==> config.mk <==
export PLATFORM = sky130hd
export DESIGN_NAME = midpoint_circle_outline_raster
export DESIGN_NICKNAME = d
export VERILOG_FILES = /design/src/sv/mcor_pkg.sv /design/src/sv/mcor_dp.sv /design/src/sv/mcor_ctrl.sv /design/src/sv/midpoint_circle_outline_raster.sv
export SDC_FILE = /design/constraint.sdc
export NUM_CORES = 1
export LEC_CHECK = 0
export BUFFER_PORTS_ARGS = -buffer_cell sky130_fd_sc_hd__buf_2
export CAP_MARGIN = 10
export CELL_PAD_IN_SITES_DETAIL_PLACEMENT = 1
export CELL_PAD_IN_SITES_GLOBAL_PLACEMENT = 1
export CORE_UTILIZATION = 48
export CTS_BUF_LIST = sky130_fd_sc_hd__clkbuf_8
export CTS_CLUSTER_SIZE = 28
export DETAILED_ROUTE_END_ITERATION = 6
export PLACE_DENSITY_LB_ADDON = 0.1
export RECOVER_POWER = 25
export SLEW_MARGIN = 20
export SYNTH_ARGS = -nofsm -noshare
export SYNTH_HDL_FRONTEND = slang
export SYNTH_HIERARCHICAL = 1
export SYNTH_SLANG_ARGS = --single-unit
==> constraint.sdc <==
create_clock -name clk -period 5.05 [get_ports clk]
set_clock_uncertainty 0.15 [all_clocks]
set_input_delay 0 -clock clk [delete_from_list [all_inputs] [get_ports clk]]
set_output_delay 0 -clock clk [all_outputs]
set_load 0.02 [all_outputs]
==> src/sv/mcor_pkg.sv <==
`timescale 1ns / 1ps
// ----------------------------------------------------------------------------
// mcor_pkg
// Shared constants, types and the pixel offset function for the midpoint
// circle outline rasterizer.
// ----------------------------------------------------------------------------
package mcor_pkg;

  localparam int SCREEN_WIDTH  = 320;
  localparam int SCREEN_HEIGHT = 200;
  localparam int MAX_RADIUS    = 63;
  localparam int STEP_LIMIT    = 46;

  localparam int IN_W  = 40;
  localparam int OUT_W = 144;

  typedef struct packed {
    logic load;
    logic step;
  } mcor_cmd_t;

  typedef struct packed {
    logic last;
  } mcor_status_t;

  typedef struct packed {
    logic        ok;
    logic [15:0] addr;
  } mcor_pix_t;

  // Frame buffer offset of one pixel, zero when off screen.
  function automatic mcor_pix_t pixel_addr(input logic signed [11:0] col,
                                           input logic signed [11:0] row);
    mcor_pix_t   p;
    logic [19:0] off;
    p.ok = (col >= 12'sd0) && (col < $signed(12'(SCREEN_WIDTH))) &&
           (row >= 12'sd0) && (row < $signed(12'(SCREEN_HEIGHT)));
    off = 20'(row[9:0]) * 20'(SCREEN_WIDTH) + 20'(col[9:0]);
    p.addr = p.ok ? off[15:0] : 16'd0;
    return p;
  endfunction

endpackage

==> src/sv/mcor_dp.sv <==
`timescale 1ns / 1ps
// ----------------------------------------------------------------------------
// mcor_dp
// Walk registers (x, y, decision, step count), octant mirroring, offset
// computation and the result register.
// ----------------------------------------------------------------------------
module mcor_dp
  import mcor_pkg::*;
(
  input  logic                clk,
  input  mcor_cmd_t           cmd,
  input  logic signed [10:0]  centre_x,
  input  logic signed [10:0]  centre_y,
  input  logic [5:0]          radius,
  input  logic [7:0]          colour,
  output mcor_status_t        status,
  output logic [OUT_W-1:0]    out_data,
  output logic                out_last
);

  logic signed [10:0] cx;
  logic signed [10:0] cy;
  logic [7:0]         col_reg;
  logic [6:0]         x;
  logic [6:0]         y;
  logic signed [11:0] d;
  logic [5:0]         count;

  logic [15:0]        addr [8];
  logic [7:0]         mask;
  logic [7:0]         pixel_colour;

  logic [6:0]         rs;
  logic signed [11:0] cx_e, cy_e, x_e, y_e, diff;
  logic signed [11:0] cols [4];
  logic signed [11:0] rows [4];
  mcor_pix_t          pix [8];
  logic [6:0]         x_next, y_next;
  logic signed [11:0] d_next;
  logic [5:0]         count_next;

  always_comb begin
    rs = (7'(radius) > 7'(MAX_RADIUS)) ? 7'(MAX_RADIUS) : 7'(radius);
    cx_e = {cx[10], cx};
    cy_e = {cy[10], cy};
    x_e  = $signed({5'b0, x});
    y_e  = $signed({5'b0, y});
    cols[0] = cx_e + x_e;
    cols[1] = cx_e - x_e;
    cols[2] = cx_e + y_e;
    cols[3] = cx_e - y_e;
    rows[0] = cy_e + y_e;
    rows[1] = cy_e - y_e;
    rows[2] = cy_e + x_e;
    rows[3] = cy_e - x_e;
    pix[0] = pixel_addr(cols[0], rows[0]);
    pix[1] = pixel_addr(cols[1], rows[0]);
    pix[2] = pixel_addr(cols[0], rows[1]);
    pix[3] = pixel_addr(cols[1], rows[1]);
    pix[4] = pixel_addr(cols[2], rows[2]);
    pix[5] = pixel_addr(cols[3], rows[2]);
    pix[6] = pixel_addr(cols[2], rows[3]);
    pix[7] = pixel_addr(cols[3], rows[3]);

    diff = x_e - y_e;
    if (d < 12'sd0) begin
      d_next = d + $signed({3'b0, x, 2'b00}) + 12'sd6;
      y_next = y;
    end else begin
      d_next = d + $signed({diff[9:0], 2'b00}) + 12'sd10;
      y_next = y - 7'd1;
    end
    x_next     = x + 7'd1;
    count_next = count + 6'd1;
    // x+1 > y' without the unsigned wrap of y-1 at y = 0
    status.last = ((d < 12'sd0) ? (x >= y) : ((x + 7'd1) >= y)) ||
                  (count_next >= 6'(STEP_LIMIT));
  end

  always_ff @(posedge clk) begin
    if (cmd.load) begin
      cx      <= centre_x;
      cy      <= centre_y;
      col_reg <= colour;
      x       <= 7'd0;
      y       <= rs;
      d       <= 12'sd3 - $signed({4'b0, rs, 1'b0});
      count   <= 6'd0;
    end else if (cmd.step) begin
      x     <= x_next;
      y     <= y_next;
      d     <= d_next;
      count <= count_next;
    end
    if (cmd.step) begin
      for (int i = 0; i < 8; i++) begin
        addr[i] <= pix[i].addr;
        mask[i] <= pix[i].ok;
      end
      pixel_colour <= col_reg;
      out_last     <= status.last;
    end
  end

  assign out_data = {pixel_colour, mask, addr[7], addr[6], addr[5], addr[4],
                     addr[3], addr[2], addr[1], addr[0]};

endmodule

==> src/sv/mcor_ctrl.sv <==
`timescale 1ns / 1ps
// ----------------------------------------------------------------------------
// mcor_ctrl
// Command sequencer: takes one request, issues one step per free result slot
// until the final step, and owns the result valid flag.
// ----------------------------------------------------------------------------
module mcor_ctrl
  import mcor_pkg::*;
(
  input  logic         clk,
  input  logic         rst,
  input  logic         in_valid,
  output logic         in_ready,
  output logic         out_valid,
  input  logic         out_ready,
  input  mcor_status_t status,
  output mcor_cmd_t    cmd
);

  typedef enum logic {IDLE, RUN} state_t;

  state_t state;

  assign in_ready = (state == IDLE);
  assign cmd.load = (state == IDLE) && in_valid;
  assign cmd.step = (state == RUN) && (!out_valid || out_ready);

  always_ff @(posedge clk) begin
    if (rst) begin
      state     <= IDLE;
      out_valid <= 1'b0;
    end else begin
      case (state)
        IDLE: begin
          if (in_valid) state <= RUN;
        end
        RUN: begin
          if (cmd.step && status.last) state <= IDLE;
        end
        default: state <= IDLE;
      endcase
      if (cmd.step) begin
        out_valid <= 1'b1;
      end else if (out_ready) begin
        out_valid <= 1'b0;
      end
    end
  end

endmodule

==> src/sv/midpoint_circle_outline_raster.sv <==
`timescale 1ns / 1ps
// The request is loaded into the walk registers, and each step then fills the result register.
// A circle has n steps (n = min(r,63)*0.71+1, at most 46); the step loop of the walk
// registers issues one step per cycle while the result register is empty or being taken.
// The single result register lets the next request be taken while the last
// result waits. Reset (rst, synchronous) clears only the sequencer state.
// ----------------------------------------------------------------------------
// midpoint_circle_outline_raster
// Midpoint circle outline walk giving eight mirrored frame buffer offsets
// with an on-screen mask per step.
// ----------------------------------------------------------------------------
module midpoint_circle_outline_raster
  import mcor_pkg::*;
(
  input  logic              clk,
  input  logic              rst,
  input  logic              s_axis_tvalid,
  output logic              s_axis_tready,
  // centre_x[10:0], centre_y[21:11], radius[27:22], colour[35:28], zero pad
  input  logic [IN_W-1:0]   s_axis_tdata,
  output logic              m_axis_tvalid,
  input  logic              m_axis_tready,
  // addr_0..addr_7 [127:0] (16 bits each), write_mask[135:128],
  // pixel_colour[143:136]
  output logic [OUT_W-1:0]  m_axis_tdata,
  output logic              m_axis_tlast
);

  mcor_cmd_t    cmd;
  mcor_status_t status;

  mcor_ctrl u_ctrl (
    .clk       (clk),
    .rst       (rst),
    .in_valid  (s_axis_tvalid),
    .in_ready  (s_axis_tready),
    .out_valid (m_axis_tvalid),
    .out_ready (m_axis_tready),
    .status    (status),
    .cmd       (cmd)
  );

  mcor_dp u_dp (
    .clk      (clk),
    .cmd      (cmd),
    .centre_x ($signed(s_axis_tdata[10:0])),
    .centre_y ($signed(s_axis_tdata[21:11])),
    .radius   (s_axis_tdata[27:22]),
    .colour   (s_axis_tdata[35:28]),
    .status   (status),
    .out_data (m_axis_tdata),
    .out_last (m_axis_tlast)
  );

  a_busy_after_request: assert property (@(posedge clk) disable iff (rst)
    s_axis_tvalid && s_axis_tready |=> !s_axis_tready)
    else $error("request taken while a circle is in progress");

  a_ready_after_last: assert property (@(posedge clk) disable iff (rst)
    $rose(s_axis_tready) |-> m_axis_tvalid && m_axis_tlast)
    else $error("sequencer went idle without a final step");

  a_masked_addr_zero: assert property (@(posedge clk) disable iff (rst)
    m_axis_tvalid && !m_axis_tdata[128] |-> m_axis_tdata[15:0] == 16'd0)
    else $error("off-screen pixel carries a nonzero offset");

endmodule
**Yosys cells after proc, flatten, opt, wreduce, memory -nomap -nowiden**

Memories as Yosys holds them, arrays and structs flattened.
Cells that the tools add are included.

- Multiply operators: 4
- $add $sub $neg: 25
- Equal/unequal tests: 1
- Bitwise logic cells: 2
- Reductions and logical operators: 30
- Multiplexer cells: 22
- Magnitude comparators: 20

Operators by type and width:

| kind | number |
|---|---|
| 16-bit by 10-bit adder with 16-bit output | 8 |
| 16-bit 2-to-1 mux | 8 |
| 12-bit by 1-bit >= comparator with 1-bit output (second input constant) | 8 |
| 11-bit by 8-bit adder with 12-bit output | 4 |
| 12-bit by 10-bit < comparator with 1-bit output (second input constant) | 4 |
| 12-bit by 9-bit < comparator with 1-bit output (second input constant) | 4 |
| 11-bit by 8-bit subtractor with 12-bit output | 4 |
| 10-bit by 3-bit multiplier with 10-bit output (second input constant) | 4 |
| 12-bit 2-to-1 mux | 3 |
| 1-bit logical AND | 23 |
| 6-bit 2-to-1 mux | 3 |
| 7-bit >= comparator | 2 |
| 12-bit by 10-bit adder with 12-bit output | 1 |
| 12-bit adder | 1 |
| 12-bit by 4-bit adder with 12-bit output (second input constant) | 1 |
| 12-bit by 5-bit adder with 12-bit output (second input constant) | 1 |
| 12-bit by 1-bit < comparator with 1-bit output (second input constant) | 1 |
| 2-bit by 7-bit subtractor with 8-bit output (first input constant) | 1 |
| 7-bit by 7-bit subtractor with 8-bit output | 1 |
| 7-bit by 1-bit adder with 7-bit output (second input constant) | 1 |
| 1-bit 2-to-1 mux | 7 |
| 7-bit by 1-bit subtractor with 7-bit output (second input constant) | 1 |
| 6-bit by 1-bit adder with 6-bit output (second input constant) | 1 |
| 6-bit >= comparator (second input constant) | 1 |
| 7 further kinds | 11 |

- Register bits after elaboration: 81
- RAM bits: 128
- Input bits: 44
- Output and inout port bits: 147
- Word-level logic and storage cells: 118
- Memories: 1

Memory list:

| name | depth | bits a word | rd ports | clocked after memory_dff | wr ports | line | RTL |
|---|---|---|---|---|---|---|---|
| u_dp.addr | 8 | 16 | 8 | 0 | 8 | mcor_dp.sv:29 | `logic [15:0] addr [8];` |

**Logic depth before layout (Yosys ltp)**

Gate-level depths: netlist of the first run.

- Word-level depth: 7
- Gate-level depth with buffers: 18
- Mapped depth without buffers: 17

**Cells and area by module**

The synthesis of the first run kept the hierarchy.

By module, submodules not included:

| module | instances | seq. area each (µm²) | area each (µm²) | cells each |
|---|---|---|---|---|
| mcor_dp | 1 | 6045.8 | 15954.1 | 1605 |
| mcor_ctrl | 1 | 40.0 | 90.1 | 9 |

**Worst setup path before layout of the first run**

Ideal clock, no wire load.

- Kind: register -> register
- Start: register u_dp.x[1]
- End: memory u_dp.addr[4][15], in the netlist u_dp/addr[1][15] (data pin)
- Setup slack: 0.572 ns
- Clock period less this slack: 4.478 ns
- Data arrival time: 4.073 ns
- Cell stages (with the launch flop): 15
- Library setup time: 0.255 ns
- Path buffers: 0
- Data required time: 4.645 ns
- Cells stage by stage: dfxtp_1 > inv_1 > fa_1 > or2_2 > a2111o_1 > o311ai_1 > inv_1 > ha_1 > ha_1 > or4b_2 > o2111ai_1 > and4_1 > nand2_1 > xnor2_1 > nor2_1

RTL lines:

| what | line | RTL |
|---|---|---|
| from (decl) | mcor_dp.sv:24 | `logic [6:0] x;` |
| from (signal assigned) | mcor_dp.sv:90 | `x <= x_next;` |
| to (decl) | mcor_dp.sv:29 |  |

==> metrics.yaml, run 1 <==
fp.dieW_um: 185
worstMarginPinSlew_ps: 963
drv_cap: 0
power.total_uw: 10900
syn_area_sq_um: 16000
rows: 66
antenna_found_initial: 1
status: "finished, final reports clean"
drt_iter0_markers: 589
wl_per_cell_um: 20.3
synthToLayoutAreaGrowth_pct: 18.9
cts_buffer_depth: 3
synth_edf_count: 192
grt_usage_pct: 28.4
cts_sinks: 208
ys_seq_elements: 208
grt_most_used_layer: "met2"
timing.final.crit_period_ps: 4730
cts.clk_slew.worst_paths_ps: 60
antenna_cells: 0
arrival_ps: 4910
grt_max_degree: 77
cts-htree-levels: 2
async_flop_share_pct: 0
worst_hold_slack_ps: 89.7
via_per_inst: 5.62
yosysWarnings: 6
cp_data_required_time_ps: 5230
p_per_area_nw_per_um2: 574
synth_top_area_share_pct: 35.9
syn_area_per_cell_sq_um: 9.94
p_leak_uw: 0.00780
fin_nets: 2161
cts_setup_buffers: 0
cts-root-buf: "clkbuf_8"
hold_viol: 0
grt_pass1_vias: 14000
cts_tree: "built"
core_region_area_sq_um: 32700
largest_reg_flops: 128
overflow: 0
insertion_delay_ps: 620
slew_violations: 0
fillers: 3792
start_kind: "flop"
ys.flop_type: "edfxtp_1"
seq_area_frac_synth_pct: 37.9
netlist_top_cells_area: "edfxtp_1 36%, ha_1 14%, xnor2_1 6.6%, nor2_1 4.5%, fa_1 2.9%"
die_h_um: 185
hpwl_um: 35700
numCtsBuffers: 39
drive_gt1_share_pct: 12.3
via_count: 13400
ir_drop_mv: 0.401
setup_viol: 0
met2_usage_pct: 50.1
wirelength_um: 48300
synth_cells: 1614
yosys.area.top_type: "edfxtp_1"
finalSetupTns_ps: 0
postRouteAntennaNets: 0
grt_pass1_wl_um: 74700
drc: 0
ys_types: 87
place.gp.congestion: 0.885
die_area_sq_um: 34200
port_buffers: 186
relSlewSlack_pct: 35.8
worst_setup_path_end_kind: "flop"
io_pins: 191
largest_register: "u_dp/addr"
rsz0062_at_grt: "no"
initial_core_util_pct: 49.1
use_met1_pct: 34.3
period_share_pct: 93.6
critical_path.max_fanout: 6
globalRouteMet3Util_pct: 5.96
criticalPathCategory: "flop to flop"
hold_class: "primary input to flop"
fmax_mhz: 212
first_pass_iters: 6
syn_nets: 1861
[placed cells by master, fill, tap and decap left out, types with 14 or more instances in the layout]
master,instances
inv_1,127
o21a_1,20
a21oi_1,65
a21o_1,22
o21ai_0,58
nand3_1,16
nor2_1,194
buf_2,84
dlygate4sd3_1,72
a211oi_1,17
or2_2,16
nor2b_1,59
nor4_1,14
nor3_1,61
nand2b_1,31
ha_1,180
xor2_1,50
nand2_1,67
fa_1,23
buf_4,45
clkbuf_8,47
edfxtp_1,192
xnor2_1,120
clkbuf_1,102
dfxtp_1,16
[area by class of cell]
cell class	count	area [sq um]	share of cell area, %
clock inverter	19	166	0.873
inverter	120	450	2.36
sequential	208	6090	31.9
clock buffer	47	647	3.39
tap	442	553	2.90
multi-input combinational	1242	9310	48.8
timing repair buffer	303	1860	9.76
[path summary, 6_finish.rpt]
path	startpoint	end	slack [ps]	depth (start not counted)
max	u_dp/y[1]	u_dp/addr[0][47]	320	15
min	m_axis_tready	u_ctrl/out_valid	90	4
max reg2reg	u_dp/y[1]	u_dp/addr[0][47]	320	15
min reg2reg	u_dp/col_reg[7]	u_dp/pixel_colour[7]	280	0
[worst max-delay path, stage by stage, from the launching register on]
cell and delay (ps):
edfxtp_1 590, inv_1 200, ha_1 370, nor2b_1 140
o2111ai_1 280, nand4b_1 170, xnor2_1 470, nor3_1 140
ha_1 390, o21ai_0 160, or4b_2 630, o2111ai_1 200
and4_1 270, nand2_1 80, xnor2_1 160, nor2_1 50
[where the power goes]
group	internal (uW)	switching, uW	total (uW)
combinational	2890	4010	6900
sequential	2150	146	2290
clock	955	797	1750
[logic make-up after synthesis]
group / count (synthesis) / share of synthesized area, %
compound gates: 298 / 12.9
xor+xnor: 172 / 9.56
fa+ha+maj: 203 / 16.9
buf+inv: 164 / 4.11
flops: 208 / 37.9
mux: 9 / 0.577
simple gates: 560 / 18.0
[repair_timing]
| action | CTS | global route |
|---|---|---|
| endpoints found under the hold margin | 85 | 0 |
| hold buffers | 72 | 0 |
| gates resized for setup | 0 | 0 |
| endpoints found under the setup margin | 0 | 0 |
[stage by stage]
stage | area (sq um) | std cells | util, % | worst slack (ps)
6_report | 19100 | 2381 | 58.3 | 322
5_1_grt | 19100 | 2381 | 58.3 | 93.3
4_1_cts | 19200 | 2381 | 58.7 | 386
3_5_place_dp | 17700 | 2243 | 54.0 | 418
3_3_place_gp | 17700 | 2243 | 54.0 | 530
2_1_floorplan | 16000 | 1614 | - | 572
[layer usage]
layer  part of all wire, %  up-vias
met5                     0        -
met4                   2.8        0
met3                   5.4       98
met2                    50      319
met1                    42     6583
li1                      -     6388
[cell usage after synthesis, types with 8 or more instances]
| library cell | instances |
|---|---|
| nor2b_1 | 59 |
| nand3_1 | 16 |
| xnor2_1 | 120 |
| or3_1 | 10 |
| nand2_1 | 67 |
| clkbuf_1 | 26 |
| a211oi_1 | 17 |
| nor2_2 | 13 |
| nor3b_1 | 10 |
| or4_1 | 8 |
| fa_1 | 23 |
| o31a_1 | 8 |
| buf_2 | 12 |
| o21bai_1 | 9 |
| inv_1 | 118 |
| dfxtp_1 | 16 |
| ha_1 | 180 |
| nor3_1 | 61 |
| nand2b_1 | 31 |
| xor2_1 | 50 |
| o211ai_1 | 10 |
| a31oi_1 | 11 |
| nor4_1 | 14 |
| nand4_1 | 13 |
| a21o_1 | 22 |
| or2_2 | 16 |
| a21oi_1 | 65 |
| o21ai_0 | 58 |
| nor2_1 | 194 |
| edfxtp_1 | 192 |
| o21a_1 | 20 |
Note: power is estimated with default switching activity, not from simulation.
==> inputs of run 2 (changes only) <==
Settings changed: SYNTH_HIERARCHICAL 1 to default.
==> run 2 against run 1 <==
The flow now finishes with violations (negative hold slack). Register-to-register slack improved by 60 ps. First-iteration DRC count fell by 12%. Non-clock buffer count fell by 18. Die area fell by 3.0%. Sequential share of layout area rose by 1.2 points. Power rose by 10%. Combinational power rose by 16%. Utilization fell by 0.44 points. Sequential power rose by 2%. Cell count fell by 4.0%. Worst setup slack improved by 64 ps. Largest cell class unchanged. Highest routed layer unchanged.
==> metrics.yaml, run 2 <==
rows: 65
port_buffers: 186
synth_cells: 1574
initial_core_util_pct: 49.1
synth_common_cells: "192 x edfxtp_1, 178 x ha_1, 164 x nor2_1"
fillers: 3642
slew_violations: 0
worstMarginPinSlew_ps: 1020
p_per_area_nw_per_um2: 656
arrival_ps: 4800
ys.flop_type: "edfxtp_1"
place_area_sq_um: 17100
cts.clk_slew.worst_paths_ps: 70
yosysWarnings: 0
worst_setup_path_end_kind: "flop"
start_kind: "flop"
rsz0062_at_grt: "no"
overflow: 0
insertion_delay_ps: 570
fp.dieW_um: 182
via_per_inst: 5.60
numCtsBuffers: 38
hold_viol: 1
core_region_area_sq_um: 31700
drive_gt1_share_pct: 10.7
postRouteAntennaNets: 0
r2r_start: "u_dp.x[1]"
largest_register: "u_dp.addr"
fin_nets: 2099
endpoint: "u_dp.addr[1][15]"
ys_types: 74
place.gp.congestion: 0.896
syn_area_sq_um: 15600
largest_reg_flops: 128
violations: "negative hold slack"
wl_per_cell_um: 20.4
final_common_cell: "edfxtp_1"
synth_top_area_share_pct: 37.0
drv_cap: 0
grt_pass1_wl_um: 73700
first_pass_iters: 5
timing.final.crit_period_ps: 4660
async_flop_share_pct: 0
worstReg2RegEnd: "u_dp.addr[1][15]"
status: "finished with violations"
ys_seq_elements: 208
fmax_mhz: 214
drc: 0
syn_nets: 1819
cts_setup_buffers: 0
synth.most_common_cell: "edfxtp_1"
fin_area_sq_um: 18400
io_pins: 191
multi_input_comb_area_sq_um: 8760
hold_class: "primary input to flop"
r2r_setup_slack_ps: 390
grt_max_degree: 91
criticalPathCategory: "flop to flop"
cts_tree: "built"
r2r_cells: 16
p_leak_uw: 0.00758
synth_edf_count: 192
via_count: 12800
cp_data_required_time_ps: 5190
synthToLayoutAreaGrowth_pct: 18.0
crit_path_start: "u_dp.x[1]"
setup_viol: 0
regArea_sq_um: 6090
cts-htree-levels: 2
seq_area_frac_synth_pct: 39.1
hpwl_um: 34700
antenna_found_initial: 0
netlist_top_cells_area: "edfxtp_1 37%, ha_1 14%, xnor2_1 5.7%, nor2_1 4.0%, xor2_1 3.4%"
worst_hold_slack_ps: -3.50
cts-root-buf: "clkbuf_8"
cts_buffer_depth: 3
drt_iter0_markers: 521
yosys.area.top_type: "edfxtp_1"
final_util_pct: 57.9
period_share_pct: 92.4
die_h_um: 182
grt_pass1_vias: 13600
final_cell_mix: "192 x edfxtp_1, 178 x ha_1, 164 x nor2_1"
ir_drop_mv: 0.549
relSlewSlack_pct: 32.0
wirelength_um: 46500
syn_area_per_cell_sq_um: 9.89
finalSetupTns_ps: 0
grt_usage_pct: 28.5
cts_sinks: 208
critical_path.max_fanout: 6
die_area_sq_um: 33100
## run 2: cell count changes after synthesis, moves of 11 or more
cell and change:
a21oi_1 +18, xnor2_1 -18, xor2_1 +11, o21ai_0 +18
nor2_1 -30, nand3_1 +16, inv_1 +16
## run 2: critical path: stages (launching register included)
cell and delay [ps]:
dfxtp_1 320, inv_1 300, ha_1 320, nand2b_1 190, a221oi_1 340, mux2_2 390
nor2_1 170, ha_1 260, ha_1 340, nor2b_1 140, o21ai_0 200, a21oi_1 140
or4_1 480, nand3_1 110, xor2_1 310, xnor2_1 160, nor2_1 50
## run 2: repair_timing
action,in CTS,in global routing
endpoints found under the setup margin,0,2
resized for setup,0,1
hold endpoints to repair,49,0
hold buffers,65,0
## run 2: power by group
group / leakage (uW) / total (uW) / switching (uW) / internal [uW]
Clock: 0.000418 / 1690 / 769 / 921
Combinational: 0.00517 / 8020 / 4750 / 3270
Sequential: 0.00199 / 2330 / 143 / 2190
Total: 0.00758 / 12000 / 5660 / 6370
## run 2: worst min-delay path by stage
stage / startpoint / end / slack, ps / depth (start not counted)
floorplan: rst / u_ctrl.out_valid / -80 / 1
global placement: s_axis_tdata[33] / u_dp.col_reg[5] / 30 / 1
detailed placement: s_axis_tdata[31] / u_dp.col_reg[3] / 30 / 1
CTS: s_axis_tdata[10] / u_dp.cx[10] / 3 / 2
global route: s_axis_tdata[5] / u_dp.cx[5] / 3 / 2
finish: s_axis_tdata[2] / u_dp.cx[2] / -3 / 2
## run 2: final cells by class
| type | count | share of cell area (%) |
|---|---|---|
| antenna | 1 | 0.0136 |
| clock buffer | 42 | 3.15 |
| clock inverter | 26 | 1.06 |
| inverter | 138 | 2.85 |
| multi-input combinational | 1183 | 47.7 |
| sequential | 208 | 33.1 |
| tap | 402 | 2.74 |
| timing repair buffer | 285 | 9.32 |
## run 2: kinds of logic (layout without fill, tap and decap cells)
family	after synthesis	in the layout	synth area share, %
simple gates	492	492	15.7
mux	10	10	0.667
flops	208	208	39.1
xor+xnor	165	165	9.47
buf+inv	183	491	4.66
fa+ha+maj	202	202	17.3
other cells	0	1	0
compound gates	314	314	13.1
## run 2: through the flow
| step | cells | setup WS (ps) | total power (uW) | hold slack (ps) |
|---|---|---|---|---|
| after CTS | 2284 | 321 | 12100 | 3.30 |
| final | 2285 | 386 | 12000 | -3.50 |
| after global routing | 2284 | 56.7 | 13100 | 2.88 |
| after global placement | 2151 | 530 | 9920 | 26.7 |
| after detailed placement | 2151 | 345 | 10300 | 28.5 |
| after floorplan | 1574 | 661 | 8280 | -80.9 |
## run 2: layer usage
layer  vias up  part of all wire (%)  track usage, %
li1       6124                     -               -
met3        86                   4.7            4.53
met5         -                     0               0
met4         0                   3.1            10.2
met1      6253                    43            35.0
met2       323                    49            50.5
